**src/hw/rtl/nalsplit_pkg.sv**
```systemverilog
package nalsplit_pkg;

  localparam int unsigned MaxRes    = 5;
  localparam int unsigned MaxPushes = 4;
  localparam int unsigned CntW      = 3;

  localparam logic [7:0] ByteZero  = 8'h00;
  localparam logic [7:0] ByteOne   = 8'h01;
  localparam logic [4:0] TypeMask  = 5'h1f;
  localparam logic [4:0] TypeSps   = 5'd7;
  localparam logic [4:0] TypePps   = 5'd8;

  typedef enum logic [1:0] {
    KindOther = 2'd0,
    KindSps   = 2'd1,
    KindPps   = 2'd2
  } param_kind_e;

  typedef struct packed {
    logic       payload_valid;
    logic [7:0] payload_byte;
    logic [4:0] nal_type;
    logic       nal_first;
    logic       nal_last;
    logic [1:0] param_kind;
    logic       packet_end;
    logic       packet_status;
    logic       param_set_seen;
    logic       last_result;
  } result_t;

  typedef struct packed {
    logic                   closes;
    logic [CntW-1:0]        count;
    result_t [MaxRes-1:0]   res;
  } batch_t;

endpackage

```
**src/hw/rtl/nalsplit_if.sv**
```systemverilog
interface nalsplit_in_if;
  logic       valid;
  logic       ready;
  logic [7:0] data_byte;
  logic       end_of_packet;

  modport source (output valid, output data_byte, output end_of_packet, input ready);
  modport sink   (input valid, input data_byte, input end_of_packet, output ready);
endinterface

interface nalsplit_out_if;
  logic       valid;
  logic       ready;
  logic       payload_valid;
  logic [7:0] payload_byte;
  logic [4:0] nal_type;
  logic       nal_first;
  logic       nal_last;
  logic [1:0] param_kind;
  logic       packet_end;
  logic       packet_status;
  logic       param_set_seen;
  logic       last_result;

  modport source (
    output valid, input ready,
    output payload_valid, output payload_byte, output nal_type, output nal_first,
    output nal_last, output param_kind, output packet_end, output packet_status,
    output param_set_seen, output last_result
  );
  modport sink (
    input valid, output ready,
    input payload_valid, input payload_byte, input nal_type, input nal_first,
    input nal_last, input param_kind, input packet_end, input packet_status,
    input param_set_seen, input last_result
  );
endinterface

```
**src/hw/rtl/nalsplit_step.sv**
```systemverilog
module nalsplit_step (
  input  logic                  clk_i,
  input  logic                  rst_ni,
  input  logic                  in_valid_i,
  input  logic [7:0]            in_byte_i,
  input  logic                  in_eop_i,
  output logic                  in_ready_o,
  input  logic                  free_i,
  output logic                  load_o,
  output nalsplit_pkg::batch_t  batch_o
);
  import nalsplit_pkg::*;

  logic       inq_valid_q;
  logic [7:0] inq_byte_q;
  logic       inq_eop_q;

  logic [1:0] pz_q, pz_d;
  logic       hv_q, hv_d;
  logic [7:0] hb_q, hb_d;
  logic       hf_q, hf_d;
  logic [4:0] ct_q, ct_d;
  logic       innal_q, innal_d;
  logic       ef_q, ef_d;
  logic       ps_q, ps_d;

  logic            is_zero;
  logic            is_start;
  logic [CntW-1:0] np;
  logic [CntW-1:0] cnt;
  logic [7:0]      push_byte;
  batch_t          batch;

  function automatic result_t make_res(input logic valid, input logic [7:0] data,
                                       input logic first, input logic last,
                                       input logic [4:0] ntype);
    result_t r;
    r = '0;
    if (valid) begin
      r.payload_valid = 1'b1;
      r.payload_byte  = data;
      r.nal_type      = ntype & TypeMask;
      r.nal_first     = first;
      r.nal_last      = last;
      if (ntype == TypeSps) begin
        r.param_kind = KindSps;
      end else if (ntype == TypePps) begin
        r.param_kind = KindPps;
      end else begin
        r.param_kind = KindOther;
      end
    end
    return r;
  endfunction

  assign load_o     = inq_valid_q && free_i;
  assign in_ready_o = !inq_valid_q || free_i;
  assign batch_o    = batch;

  always_comb begin
    pz_d    = pz_q;
    hv_d    = hv_q;
    hb_d    = hb_q;
    hf_d    = hf_q;
    ct_d    = ct_q;
    innal_d = innal_q;
    ef_d    = ef_q;
    ps_d    = ps_q;
    batch   = '0;
    cnt     = '0;
    np      = '0;

    is_zero  = inq_byte_q == ByteZero;
    is_start = (inq_byte_q == ByteOne) && (pz_q >= 2'd2);

    if (is_zero) begin
      if (pz_q != 2'd3) begin
        pz_d = pz_q + 2'd1;
      end else begin
        np = CntW'(1);
      end
    end else if (is_start) begin
      if (hv_d) begin
        batch.res[cnt] = make_res(1'b1, hb_d, hf_d, 1'b1, ct_d);
        cnt = cnt + CntW'(1);
      end
      hv_d    = 1'b0;
      innal_d = 1'b1;
      ef_d    = 1'b1;
      pz_d    = '0;
    end else begin
      np   = CntW'(pz_q) + CntW'(1);
      pz_d = '0;
    end

    if (inq_eop_q) begin
      np   = np + CntW'(pz_d);
      pz_d = '0;
    end

    for (int k = 0; k < MaxPushes; k++) begin
      push_byte = (!is_zero && !is_start && (CntW'(k) == np - CntW'(1))) ? inq_byte_q
                                                                          : ByteZero;
      if ((CntW'(k) < np) && innal_d) begin
        if (hv_d) begin
          batch.res[cnt] = make_res(1'b1, hb_d, hf_d, 1'b0, ct_d);
          cnt = cnt + CntW'(1);
        end
        hv_d = 1'b1;
        hb_d = push_byte;
        hf_d = ef_d;
        if (ef_d) begin
          ct_d = push_byte[4:0] & TypeMask;
          ef_d = 1'b0;
          if ((ct_d == TypeSps) || (ct_d == TypePps)) begin
            ps_d = 1'b1;
          end
        end
      end
    end

    if (inq_eop_q) begin
      if (hv_d) begin
        batch.res[cnt] = make_res(1'b1, hb_d, hf_d, 1'b1, ct_d);
        cnt = cnt + CntW'(1);
      end
      if (cnt == '0) begin
        batch.res[0] = '0;
        cnt = CntW'(1);
      end
      batch.res[cnt - CntW'(1)].packet_end     = 1'b1;
      batch.res[cnt - CntW'(1)].packet_status  = !innal_d;
      batch.res[cnt - CntW'(1)].param_set_seen = ps_d;
      pz_d    = '0;
      hv_d    = 1'b0;
      hb_d    = '0;
      hf_d    = 1'b0;
      ct_d    = '0;
      innal_d = 1'b0;
      ef_d    = 1'b0;
      ps_d    = 1'b0;
    end

    if (cnt != '0) begin
      batch.res[cnt - CntW'(1)].last_result = 1'b1;
    end
    batch.count  = cnt;
    batch.closes = inq_eop_q;
  end

  always_ff @(posedge clk_i or negedge rst_ni) begin
    if (!rst_ni) begin
      inq_valid_q <= 1'b0;
      pz_q        <= '0;
      hv_q        <= 1'b0;
      hf_q        <= 1'b0;
      ct_q        <= '0;
      innal_q     <= 1'b0;
      ef_q        <= 1'b0;
      ps_q        <= 1'b0;
    end else begin
      if (in_valid_i && in_ready_o) begin
        inq_valid_q <= 1'b1;
      end else if (load_o) begin
        inq_valid_q <= 1'b0;
      end
      if (load_o) begin
        pz_q    <= pz_d;
        hv_q    <= hv_d;
        hf_q    <= hf_d;
        ct_q    <= ct_d;
        innal_q <= innal_d;
        ef_q    <= ef_d;
        ps_q    <= ps_d;
      end
    end
  end

  always_ff @(posedge clk_i) begin
    if (in_valid_i && in_ready_o) begin
      inq_byte_q <= in_byte_i;
      inq_eop_q  <= in_eop_i;
    end
    if (load_o) begin
      hb_q <= hb_d;
    end
  end

endmodule

```
**src/hw/rtl/nalsplit_outbuf.sv**
```systemverilog
module nalsplit_outbuf (
  input  logic                                clk_i,
  input  logic                                rst_ni,
  input  logic                                load_i,
  input  nalsplit_pkg::batch_t                batch_i,
  output logic                                free_o,
  output logic [nalsplit_pkg::CntW-1:0]       level_o,
  output logic                                out_valid_o,
  input  logic                                out_ready_i,
  output nalsplit_pkg::result_t               out_res_o
);
  import nalsplit_pkg::*;

  result_t [MaxRes-1:0] buf_q;
  logic [CntW-1:0]      cnt_q;
  logic                 take;

  assign out_valid_o = cnt_q != '0;
  assign take        = out_valid_o && out_ready_i;
  assign free_o      = (cnt_q == '0) || ((cnt_q == CntW'(1)) && out_ready_i);
  assign out_res_o   = buf_q[0];
  assign level_o     = cnt_q;

  always_ff @(posedge clk_i or negedge rst_ni) begin
    if (!rst_ni) begin
      cnt_q <= '0;
    end else if (load_i) begin
      cnt_q <= batch_i.count;
    end else if (take) begin
      cnt_q <= cnt_q - CntW'(1);
    end
  end

  always_ff @(posedge clk_i) begin
    if (load_i) begin
      buf_q <= batch_i.res;
    end else if (take) begin
      for (int i = 0; i < MaxRes - 1; i++) begin
        buf_q[i] <= buf_q[i + 1];
      end
      buf_q[MaxRes-1] <= '0;
    end
  end

endmodule

```
**src/hw/rtl/annexb_nal_splitter_top.sv**
```systemverilog
// Channel  Direction  Role    Carries
// in_i     input      sink    data_byte, end_of_packet
// out_o    output     source  one result per request, payload byte and packet marks
//
// A byte passes an input register and then a result buffer before its results appear;
// bytes are taken one per cycle while each causes one result and the output is ready.
// A byte with more than one result holds the output until all are taken, one per
// cycle while the output is ready; the input register keeps the next byte meanwhile.
// Reset clears the parser state and both stages at once; there is no clearing pass.
// A stall on the output stops draining and, once the input register is full, the input.
module annexb_nal_splitter_top (
  input logic            clk_i,
  input logic            rst_ni,
  nalsplit_in_if.sink    in_i,
  nalsplit_out_if.source out_o
);
  import nalsplit_pkg::*;

  logic            free;
  logic            load;
  batch_t          batch;
  logic [CntW-1:0] level;
  result_t         res;

  nalsplit_step u_step (
    .clk_i      (clk_i),
    .rst_ni     (rst_ni),
    .in_valid_i (in_i.valid),
    .in_byte_i  (in_i.data_byte),
    .in_eop_i   (in_i.end_of_packet),
    .in_ready_o (in_i.ready),
    .free_i     (free),
    .load_o     (load),
    .batch_o    (batch)
  );

  nalsplit_outbuf u_outbuf (
    .clk_i       (clk_i),
    .rst_ni      (rst_ni),
    .load_i      (load),
    .batch_i     (batch),
    .free_o      (free),
    .level_o     (level),
    .out_valid_o (out_o.valid),
    .out_ready_i (out_o.ready),
    .out_res_o   (res)
  );

  assign out_o.payload_valid  = res.payload_valid;
  assign out_o.payload_byte   = res.payload_byte;
  assign out_o.nal_type       = res.nal_type;
  assign out_o.nal_first      = res.nal_first;
  assign out_o.nal_last       = res.nal_last;
  assign out_o.param_kind     = res.param_kind;
  assign out_o.packet_end     = res.packet_end;
  assign out_o.packet_status  = res.packet_status;
  assign out_o.param_set_seen = res.param_set_seen;
  assign out_o.last_result    = res.last_result;

  a_eop_gives_result: assert property (@(posedge clk_i) disable iff (!rst_ni)
    load && batch.closes |-> batch.count != '0)
    else $error("Packet end produced no result.");

  a_level_bound: assert property (@(posedge clk_i) disable iff (!rst_ni)
    level <= CntW'(MaxRes))
    else $error("Result buffer level out of range.");

  a_end_is_last: assert property (@(posedge clk_i) disable iff (!rst_ni)
    out_o.valid && out_o.packet_end |-> out_o.last_result)
    else $error("Packet end not on the final result of its byte.");

  a_empty_only_at_end: assert property (@(posedge clk_i) disable iff (!rst_ni)
    out_o.valid && !out_o.payload_valid |-> out_o.packet_end)
    else $error("Result without payload outside packet end.");

endmodule

```
**src/flat_wrapper.sv**
```systemverilog
// flat-port wrapper written by rule: the top's interface ports become plain ports
module annexb_nal_splitter_top_flat import nalsplit_pkg::*;
  (clk_i, rst_ni, in_i_valid, in_i_data_byte, in_i_end_of_packet, in_i_ready, out_o_valid, out_o_ready, out_o_payload_valid, out_o_payload_byte, out_o_nal_type, out_o_nal_first, out_o_nal_last, out_o_param_kind, out_o_packet_end, out_o_packet_status, out_o_param_set_seen, out_o_last_result);
  nalsplit_in_if in_i_i ();
  nalsplit_out_if out_o_i ();
  input logic clk_i;
  input logic rst_ni;
  input wire logic [$bits(in_i_i.valid)-1:0] in_i_valid;
  input wire logic [$bits(in_i_i.data_byte)-1:0] in_i_data_byte;
  input wire logic [$bits(in_i_i.end_of_packet)-1:0] in_i_end_of_packet;
  output wire logic [$bits(in_i_i.ready)-1:0] in_i_ready;
  output wire logic [$bits(out_o_i.valid)-1:0] out_o_valid;
  input wire logic [$bits(out_o_i.ready)-1:0] out_o_ready;
  output wire logic [$bits(out_o_i.payload_valid)-1:0] out_o_payload_valid;
  output wire logic [$bits(out_o_i.payload_byte)-1:0] out_o_payload_byte;
  output wire logic [$bits(out_o_i.nal_type)-1:0] out_o_nal_type;
  output wire logic [$bits(out_o_i.nal_first)-1:0] out_o_nal_first;
  output wire logic [$bits(out_o_i.nal_last)-1:0] out_o_nal_last;
  output wire logic [$bits(out_o_i.param_kind)-1:0] out_o_param_kind;
  output wire logic [$bits(out_o_i.packet_end)-1:0] out_o_packet_end;
  output wire logic [$bits(out_o_i.packet_status)-1:0] out_o_packet_status;
  output wire logic [$bits(out_o_i.param_set_seen)-1:0] out_o_param_set_seen;
  output wire logic [$bits(out_o_i.last_result)-1:0] out_o_last_result;
  assign in_i_i.valid = in_i_valid;
  assign in_i_i.data_byte = in_i_data_byte;
  assign in_i_i.end_of_packet = in_i_end_of_packet;
  assign in_i_ready = in_i_i.ready;
  assign out_o_valid = out_o_i.valid;
  assign out_o_i.ready = out_o_ready;
  assign out_o_payload_valid = out_o_i.payload_valid;
  assign out_o_payload_byte = out_o_i.payload_byte;
  assign out_o_nal_type = out_o_i.nal_type;
  assign out_o_nal_first = out_o_i.nal_first;
  assign out_o_nal_last = out_o_i.nal_last;
  assign out_o_param_kind = out_o_i.param_kind;
  assign out_o_packet_end = out_o_i.packet_end;
  assign out_o_packet_status = out_o_i.packet_status;
  assign out_o_param_set_seen = out_o_i.param_set_seen;
  assign out_o_last_result = out_o_i.last_result;
  annexb_nal_splitter_top u_core (.clk_i(clk_i), .rst_ni(rst_ni), .in_i(in_i_i), .out_o(out_o_i));
endmodule
```
**config.mk**
```make
export PLATFORM = sky130hd
export DESIGN_NAME = annexb_nal_splitter_top_flat
export DESIGN_NICKNAME = d
export VERILOG_FILES = /design/src/hw/rtl/nalsplit_pkg.sv /design/src/hw/rtl/nalsplit_if.sv /design/src/hw/rtl/nalsplit_step.sv /design/src/hw/rtl/nalsplit_outbuf.sv /design/src/hw/rtl/annexb_nal_splitter_top.sv /design/src/flat_wrapper.sv
export SDC_FILE = /design/constraint.sdc
export NUM_CORES = 1
export LEC_CHECK = 0
export ABC_AREA = 1
export ABC_CLOCK_PERIOD_IN_PS = 7650
export BUFFER_PORTS_ARGS = -buffer_cell sky130_fd_sc_hd__clkbuf_2
export CAP_MARGIN = 10
export CORE_ASPECT_RATIO = 0.8
export CORE_MARGIN = 2
export CORE_UTILIZATION = 50
export DETAILED_ROUTE_END_ITERATION = 6
export PLACE_DENSITY = 0.69
export SLEW_MARGIN = 20
export SYNTH_ARGS = -nofsm -noshare
export SYNTH_HDL_FRONTEND = slang
export SYNTH_SLANG_ARGS = --single-unit
```
**constraint.sdc**
```tcl
create_clock -name clk_i -period 7.65 [get_ports clk_i]
set_input_delay 1.1475 -clock clk_i [delete_from_list [all_inputs] [get_ports clk_i]]
set_output_delay 1.1475 -clock clk_i [all_outputs]
set_load 0.005 [all_outputs]
```
-- Word-level counts from Yosys, hierarchy flattened
Index checks and enable logic that the tools add are counted.
- bits in registers: 143
- bits of input ports: 13
- word-level logic and storage cells: 301
- $add $sub $neg: 12
- order comparisons: 19
- equal/unequal tests: 24
- multiplexer cells: 145
- reduce and logical (&&, ||, !) cells: 39
- operators with widths (operator ; count):
    two-way mux 110 bit ; 14
    bitwise mux 110 bit ; 9
    demux 22 bit (select 3 bit) ; 9
    two-way mux 22 bit ; 10
    two-way mux 18 bit ; 10
    two-way mux 8 bit ; 8
    two-way mux 3 bit ; 20
    equality test 5 x 3 -> 1 bit (second input constant) ; 9
    equality test 5 x 4 -> 1 bit (second input constant) ; 9
    two-way mux 5 bit ; 9
    two-way mux 1 bit ; 41
    < comparator 3 x 4 -> 1 bit (second input constant) ; 7
    two-way mux 2 bit ; 14
    greater-or-equal comparator 3 x 1 -> 1 bit (second input constant) ; 7
    logical AND 1 bit ; 21
    adder 3 x 1 -> 3 bit (second input constant) ; 5
    subtractor 3 x 1 -> 3 bit (second input constant) ; 4
    zero test 3 bit ; 3
    equality test 8 x 1 -> 1 bit (second input constant) ; 1
    zero test 8 bit ; 1
    equality test 2 x 3 -> 1 bit (first input constant) ; 2
    logical OR 1 bit ; 6
    < comparator 1 x 3 -> 1 bit (first input constant) ; 2
    < comparator 2 x 3 -> 1 bit (first input constant) ; 2
    11 further kinds ; 16

-- Longest topological paths before layout
Gate-level depths: netlist of the first run.
- word-level depth: 38
- depth in mapped cells: 42
- mapped depth without buffers: 42

-- Cells and area by module
A second synthesis of the first run with hierarchy kept.
- cell total of the unflattened synthesis: 1155
- area total of the unflattened synthesis: 9145.0 µm²
- by module, submodules not included (module ; times used ; cells an instance ; area each (µm²) ; sequential area each (µm²)):
    nalsplit_outbuf ; 1 ; 494 ; 4989.8 ; 3378.2
    nalsplit_step ; 1 ; 661 ; 4155.2 ; 835.8

-- Worst setup path after synthesis of the first run
OpenSTA, ideal clock, no wires.
- path kind: in2reg
- start point: input port out_o_ready
- end point: register u_core.u_outbuf.cnt_q[1] (netlist: u_core.u_outbuf.level_o[1])
- library setup time: 0.157 ns
- data arrival time: 7.477 ns
- data required time: 7.493 ns
- path slack: 0.016 ns
- cell stages on the path: 6
- path buffers: 0
- cell sequence: nor2_1 > a21oi_1 > inv_1 > a21oi_1 > o21ai_0 > o21ai_0
- longest elaborated chain between the ends: 4
- RTL lines (what ; RTL line ; RTL):
    from (decl) ; flat_wrapper.sv:13 ; input wire logic [$bits(out_o_i.ready)-1:0] out_o_ready;
    logical AND 1 bit ; nalsplit_outbuf.sv:20 ; assign free_o = (cnt_q == '0) || ((cnt_q == CntW'(1)) && out_ready_i);
    logical OR 1 bit ; nalsplit_outbuf.sv:20 ;
    logical AND 1 bit ; nalsplit_step.sv:56 ; assign load_o = inq_valid_q && free_i;
    two-way mux 3 bit or nonzero test 2 bit (tied branches) ; -- ;
    to (signal assigned) ; nalsplit_outbuf.sv:28 ; cnt_q <= batch_i.count;
    to (signal assigned) ; nalsplit_outbuf.sv:30 ; cnt_q <= cnt_q - CntW'(1);
    to (decl) ; nalsplit_outbuf.sv:15 ; logic [CntW-1:0] cnt_q;
Several ways; a longest one is shown, not always the timed one.
A chain may end at the register's enable or synchronous reset.

-- Worst setup path after layout of the first run
- start point: register u_core.u_step.pz_q[0]
- end point: register u_core.u_outbuf.buf_q[22] (netlist bit) (data pin)
- longest elaborated chain between the ends: 33
- RTL lines (what ; RTL line ; RTL):
    from (decl) ; nalsplit_step.sv:18 ; logic [1:0] pz_q, pz_d;
    from (signal assigned) ; nalsplit_step.sv:168 ; pz_q <= pz_d;
    greater-or-equal comparator 2 bit ; nalsplit_step.sv:74 ; is_start = (inq_byte_q == ByteOne) && (pz_q >= 2'd2);
    logical AND 1 bit ; nalsplit_step.sv:74 ;
    two-way mux 3 bit ; nalsplit_step.sv:82 ; end else if (is_start) begin
    two-way mux 3 bit ; nalsplit_step.sv:76 ; if (is_zero) begin
    adder 3 x 2 -> 3 bit ; nalsplit_step.sv:97 ; np = np + CntW'(pz_d);
    two-way mux 3 bit ; nalsplit_step.sv:96 ; if (inq_eop_q) begin
    < comparator 1 x 3 -> 1 bit ; nalsplit_step.sv:104 ; if ((CntW'(k) < np) && innal_d) begin
    logical AND 1 bit ; nalsplit_step.sv:104 ;
    [17 not listed] ; -- ;
    subtractor 3 x 1 -> 3 bit or demux 22 bit (select 3 bit) (tied branches) ; nalsplit_step.sv:145, nalsplit_step.sv:131 ;
    < comparator 3 x 4 -> 1 bit (implied by the code), or another cell as far along ; nalsplit_step.sv:145 ; batch.res[cnt - CntW'(1)].last_result = 1'b1;
    logical AND 1 bit (implied by the code) or bitwise mux 110 bit (tied branches) ; nalsplit_step.sv:145, nalsplit_step.sv:132 ;
    two-way mux 1 bit (implied by the code) or bitwise mux 110 bit (tied branches) ; nalsplit_step.sv:145, nalsplit_step.sv:133 ;
    demux 22 bit (select 3 bit) or two-way mux 110 bit (tied branches) ; nalsplit_step.sv:145, nalsplit_step.sv:122 ;
    bitwise mux 110 bit ; nalsplit_step.sv:145 ;
    two-way mux 110 bit * ; nalsplit_step.sv:144 ; if (cnt != '0) begin
    two-way mux 110 bit * ; nalsplit_outbuf.sv:35 ; if (load_i) begin
    to (signal assigned) ; nalsplit_outbuf.sv:36 ; buf_q <= batch_i.res;
    to (signal, indexed assignment) ; nalsplit_outbuf.sv:39 ; buf_q[i] <= buf_q[i + 1];
    to (decl) ; nalsplit_outbuf.sv:14 ; result_t [MaxRes-1:0] buf_q;
Every way passes the cells marked *; elsewhere a longest branch is shown, timed or not. The select of a mux whose other input is x is not followed.

==> flow_summary.json, run 1 <==
{
  "crit_fanout": 14,
  "intPower_w": 0.00207,
  "arrival_ns": 6.89,
  "maxCapViolations": 0,
  "outcome": "finished clean",
  "cts_hold_buf": 0,
  "synth_area_leader_cell": "edfxtp_1",
  "worst_pin_slew_ns": 0.992,
  "syn_area_um2": 8850,
  "synthesis.nets": 1056,
  "clk_path_buf_depth": 2,
  "post_drt_wl_per_cell_um": 17.3,
  "drtIter0Drc": 911,
  "setup-violations-final": 0,
  "critical_path_class": "register to register",
  "critPathSlowestCell": "fa_1",
  "cts_buffers": 17,
  "initial_core_util": 0.511,
  "pin_count": 37,
  "area_growth_pct": 8.99,
  "crit_path_max_incr_delay_ns": 0.50,
  "first_pass_iters": 5,
  "cp.required_ns": 7.83,
  "worst_ir_drop_vdd_uv": 177,
  "slew_violations": 0,
  "instances_no_fill": 1271,
  "postRouteAntennaNets": 0,
  "synth_seq_cells": 143,
  "design_area_um2": 9650,
  "die_area_um2": 18800,
  "fp-row-count": 43,
  "p_leak_nw": 4.12,
  "synthTopCellsByArea": "edfxtp_1, nand2_1, dfrtp_1, nor2_1, nand3_1",
  "post_cts_buffers": 0,
  "critPathLaunchType": "register",
  "htreeDepth": 4,
  "grt_max_degree": 78,
  "synth_cell_types": 54,
  "via_count": 7250,
  "synth-seq-area-share": 0.476,
  "die_x_um": 153,
  "critPathTopFamily": "adder cells",
  "layout-drive-gt1-share": 0.176,
  "via_per_inst": 5.70,
  "hold_class": "register to register",
  "grt_overflow": 0,
  "gp_congestion": 0.907,
  "routed_wirelength_um": 21900,
  "grt_pass1_wl_um": 35600,
  "p_comb_frac": 0.279,
  "tns_ns": 0,
  "fillCellCount": 1576,
  "powerDensity_nw_per_um2": 323,
  "cts_root_buf": "clkbuf_16",
  "core-area_um2": 17300,
  "grt_use_total": 0.242,
  "hold_violations": 0,
  "rsz0062_at_grt": "no",
  "synth_top_area_share": 0.431,
  "grt_antenna_before_repair": 0,
  "slew_headroom": 0.338,
  "cp-end-kind": "register",
  "fin_crit_sh": 0.877,
  "synth_area_per_cell_um2": 8.66,
  "dpl.hpwl_um": 15100,
  "path_clk_slew_ns": 0.06,
  "syn-instance-count": 1022,
  "diodes": 0,
  "p_clk_frac": 0.266,
  "pwr-share-seq": 0.455,
  "ys_warn_count": 0,
  "final.min_clock_period_ns": 6.71,
  "grt_pass1_vias": 6778,
  "drt_drc_violations_left": 0,
  "timing.fmax_mhz": 149,
  "cts.sink_count": 143,
  "cts_tree": "built",
  "path_buf_inv": 3,
  "portBuffers": 36,
  "cpMostUsedCell": "nand2_1",
  "die_height_um": 123,
  "switching_share": 0.338,
  "placedCellCount": 1239,
  "worst_clock_skew_ns": 0.00731,
  "clock_latency_ns": 0.44,
  "cts_resized": 0,
  "final_nets": 1067,
  "postPlaceCellArea_um2": 9060,
  "p_sw_w": 0.00105
}
[path summary, 6_finish.rpt]
kind / slack (ns) / start / to / depth (start not counted)
setup / recovery: 0.94 / u_core.u_step.pz_q[0] / u_core.u_outbuf.buf_q[22] / 36
hold / removal: 0.50 / u_core.u_step.ef_q / u_core.u_step.ef_q / 2
setup reg to reg: 0.94 / u_core.u_step.pz_q[0] / u_core.u_outbuf.buf_q[22] / 36
hold reg to reg: 0.50 / u_core.u_step.ef_q / u_core.u_step.ef_q / 2
max in group asynchronous: 6.63 / rst_ni / u_core.u_step.ct_q[1] / 1
min in group asynchronous: 0.67 / rst_ni / u_core.u_outbuf.level_o[2] / 1
[worst reg2reg max path: cells and delay by family, from the launching register on]
kind | cells | cell delay, ns
buffers and inverters | 3 | 0.22
AND/OR/NAND/NOR | 21 | 2.31
adder cells (fa/ha/maj) | 9 | 2.76
AO/OA/AOI/OAI | 3 | 0.76
flip-flops | 1 | 0.37
[final cells by class]
type                            count  area, um2  area share
Clock inverter                     15        161      0.0167
Tap cell                          225        282      0.0292
Multi-Input combinational cell    719       3920       0.407
Timing Repair Buffer               40        210      0.0218
Clock buffer                       17        425      0.0441
Sequential cell                   143       4210       0.437
Inverter                          112        434      0.0450
[logic make-up (layout without fill, tap and decap cells)]
group,count (synthesis),count (layout),share of synthesized area
xor gates and xnor gates,1,1,0.000989
and+or+nand+nor,524,524,0.283
DFF,143,143,0.476
adders and majority gates,21,21,0.0314
buffers and inverters,160,184,0.0831
AOI/OAI and AO/OA,172,172,0.125
other,1,1,0.000424
[registers in the layout, indices dropped and copies added (netlist names)]
| name | cells |
|---|---|
| u_core.u_outbuf.out_res_o | 22 |
| u_core.u_step.inq_eop_q | 1 |
| u_core.u_step.pz_q | 2 |
| u_core.u_step.inq_byte_q | 8 |
| u_core.u_step.ct_q | 5 |
| u_core.u_outbuf.buf_q | 88 |
| u_core.u_step.hb_q | 8 |
| u_core.u_step.inq_valid_q | 1 |
| u_core.u_step.ef_q | 1 |
| u_core.u_step.hf_q | 1 |
| u_core.u_step.innal_q | 1 |
| u_core.u_outbuf.level_o | 3 |
| u_core.u_step.hv_q | 1 |
| u_core.u_step.ps_q | 1 |
[per-layer routing]
layer	GRT usage	vias to the layer above	wire length (um)
li1	-	3482	-
met1	0.338	3417	9790
met2	0.374	301	9760
met3	0.0473	50	1750
met4	0.0984	0	638
met5	0	-	0
[synth_stat cells (all sizes together)]
| cell type | n |
|---|---|
| a21oi | 26 |
| a221oi | 1 |
| a31oi | 5 |
| a41oi | 1 |
| buf | 30 |
| clkbuf | 18 |
| conb | 1 |
| dfrtp | 16 |
| edfxtp | 127 |
| fa | 2 |
| ha | 19 |
| inv | 112 |
| nand2 | 286 |
| nand3 | 90 |
| nand3b | 2 |
| nand4 | 11 |
| nor2 | 116 |
| nor3 | 11 |
| nor4 | 3 |
| o2111ai | 1 |
| o211ai | 17 |
| o21a | 1 |
| o21ai | 85 |
| o22ai | 11 |
| o2bb2ai | 3 |
| o31ai | 19 |
| o32ai | 2 |
| or2 | 5 |
| xnor2 | 1 |
[placed cells by master (no fill, tap or decap), types with 19 or more instances in the layout]
cell type and instances:
a21oi_1 24, clkbuf_2 36, edfxtp_1 127, ha_1 19
inv_1 90, nand2_1 258, nand2_2 21, nand3_1 74
nor2_1 98, o21ai_0 60, o21ai_1 19
[through the flow]
stage / power [W] / worst slack (ns) / hold WS [ns] / utilization
after global routing: 0.00330 / 0.405 / 0.531 / 0.557
after detailed placement: 0.00230 / 1.01 / 0.491 / 0.523
after CTS: 0.00314 / 0.971 / 0.506 / 0.557
after floorplan: 0.00210 / 0.0161 / 0.452 / -
final: 0.00312 / 0.942 / 0.501 / 0.557
after global placement: 0.00228 / 1.18 / 0.467 / 0.523
[power groups by stage]
stage	Combinational [W]	Sequential [W]	Clock, W
2_1_floorplan	0.000663	0.00144	0
3_3_place_gp	0.000854	0.00142	0
3_5_place_dp	0.000870	0.00143	0
4_1_cts	0.000874	0.00142	0.000840
5_1_grt	0.000980	0.00145	0.000874
6_report	0.000870	0.00142	0.000830
Note: power is estimated with default switching activity, not from simulation.
==> run 2, diff against run 1 <==
- BUFFER_PORTS_ARGS: -buffer_cell sky130_fd_sc_hd__clkbuf_2 -> not set
- DONT_BUFFER_PORTS: not set -> 1
- PLACE_DENSITY: 0.69 -> 0.68
==> flow_summary.json, run 2 (synthesis results as in run 1) <==
{
  "outcome": "complete, but fails checks",
  "violations": "DRC",
  "cp-end-kind": "register",
  "p_sw_w": 0.00104,
  "via_count": 7109,
  "diodes": 0,
  "htreeDepth": 4,
  "setup-violations-final": 0,
  "drtIter0Drc": 836,
  "fin_crit_sh": 0.876,
  "final_util": 0.548,
  "drt_drc_violations_left": 4,
  "wl_met2_um": 9880,
  "worst_pin_slew_ns": 1.07,
  "die_height_um": 123,
  "core-area_um2": 17300,
  "cts_hold_buf": 0,
  "largest_reg_flops": 88,
  "cpMostUsedCell": "nand2_1",
  "grt_overflow": 0,
  "final_nets": 1031,
  "path_clk_slew_ns": 0.07,
  "seq_area_um2": 4210,
  "wl_met3_um": 1560,
  "slew_headroom": 0.287,
  "cts_buffers": 17,
  "via_per_inst": 5.76,
  "p_comb_frac": 0.255,
  "post_cts_buffers": 0,
  "powerDensity_nw_per_um2": 326,
  "cts.sink_count": 143,
  "tns_ns": 0,
  "critPathLaunchType": "register",
  "intPower_w": 0.00205,
  "layout-drive-gt1-share": 0.149,
  "area_growth_pct": 7.25,
  "gp_congestion": 0.913,
  "postRouteAntennaNets": 0,
  "timing.fmax_mhz": 149,
  "pwr-share-seq": 0.465,
  "cts_tree": "built",
  "die_area_um2": 18800,
  "grt_pass1_vias": 6712,
  "p_leak_nw": 3.98,
  "final.min_clock_period_ns": 6.70,
  "initial_core_util": 0.511,
  "clock_latency_ns": 0.44,
  "grt_pass1_wl_um": 35700,
  "cts_root_buf": "clkbuf_16",
  "maxCapViolations": 0,
  "placedCellCount": 1203,
  "mostFrequentLayoutCells": "nand2_1, edfxtp_1, nor2_1",
  "grt_antenna_before_repair": 0,
  "fp-row-count": 43,
  "worst_ir_drop_vdd_uv": 173,
  "crit_fanout": 14,
  "hold_violations": 0,
  "critPathSlowestCell": "fa_1",
  "instances_no_fill": 1235,
  "grt_max_degree": 87,
  "multiInputGateArea_um2": 3920,
  "routed_wirelength_um": 22100,
  "portBuffers": 0,
  "holdWs_ns": 0.401,
  "worst_clock_skew_ns": 0.00933,
  "cts_resized": 0,
  "fillCellCount": 1560,
  "grt_use_total": 0.244,
  "die_x_um": 153,
  "p_clk_frac": 0.280,
  "rsz0062_at_grt": "no",
  "cp.required_ns": 7.84,
  "first_pass_iters": 7,
  "clk_path_buf_depth": 2,
  "crit_path_max_incr_delay_ns": 0.50,
  "critical_path_class": "register to register",
  "switching_share": 0.335,
  "dpl.hpwl_um": 15100,
  "regMostFlops": "u_core.u_outbuf.buf_q",
  "wirelength_met1_um": 10000,
  "layout_commonest_cell": "nand2_1",
  "pin_count": 37,
  "post_drt_wl_per_cell_um": 17.9,
  "hold_class": "primary input to asynchronous set/reset pin",
  "arrival_ns": 6.89,
  "slew_violations": 0,
  "top_layer": "met4"
}
-- run 2: layout make-up --
| class | count | area share |
|---|---|---|
| clock buffer | 20 | 0.0492 |
| clock inverter | 12 | 0.0154 |
| inverter | 112 | 0.0457 |
| multi-input combinational | 719 | 0.413 |
| sequential | 143 | 0.444 |
| tap | 225 | 0.0296 |
| timing repair buffer | 4 | 0.00316 |
-- run 2: power by group through the flow --
stage / clock network (W) / registers [W] / logic (W)
final: 0.000865 / 0.00144 / 0.000787
after global routing: 0.000906 / 0.00147 / 0.000888
after CTS: 0.000874 / 0.00144 / 0.000795
after detailed placement: 0 / 0.00146 / 0.000790
after global placement: 0 / 0.00144 / 0.000780
after floorplan: 0 / 0.00144 / 0.000663
-- run 2: per-layer routing --
metal,vias to the layer above,GRT usage
li1,3407,-
met1,3380,0.341
met2,270,0.380
met3,52,0.0494
met4,0,0.0891
met5,-,0
-- run 2: metrics by stage --
stage	instance area [um2]	setup WS (ns)	power, W
floorplan	8850	0.0161	0.00210
global placement	8880	1.21	0.00222
detailed placement	8880	0.976	0.00225
CTS	9500	0.953	0.00311
global route	9500	0.435	0.00327
finish	9500	0.950	0.00309
-- run 2: path summary, 6_finish.rpt --
check                                 startpoint                        end  slack [ns]  cells past startpoint
min reg2reg                   u_core.u_step.ef_q         u_core.u_step.ef_q        0.49                      2
max in group asynchronous                 rst_ni      u_core.u_step.ct_q[4]        7.17                      0
min in group clk_i            u_core.u_step.ef_q         u_core.u_step.ef_q        0.49                      2
max                        u_core.u_step.pz_q[0]  u_core.u_outbuf.buf_q[66]        0.95                     36
max reg2reg                u_core.u_step.pz_q[0]  u_core.u_outbuf.buf_q[66]        0.95                     36
min                                       rst_ni      u_core.u_step.ct_q[2]        0.40                      0
-- run 2: critical path, delay by kind of cell, from the launching register on --
kind,cells,cell delay (ns)
buffers and inverters,3,0.23
AOI/OAI and AO/OA,3,0.78
adders and majority gates,9,2.79
DFF,1,0.37
and+or+nand+nor,21,2.28
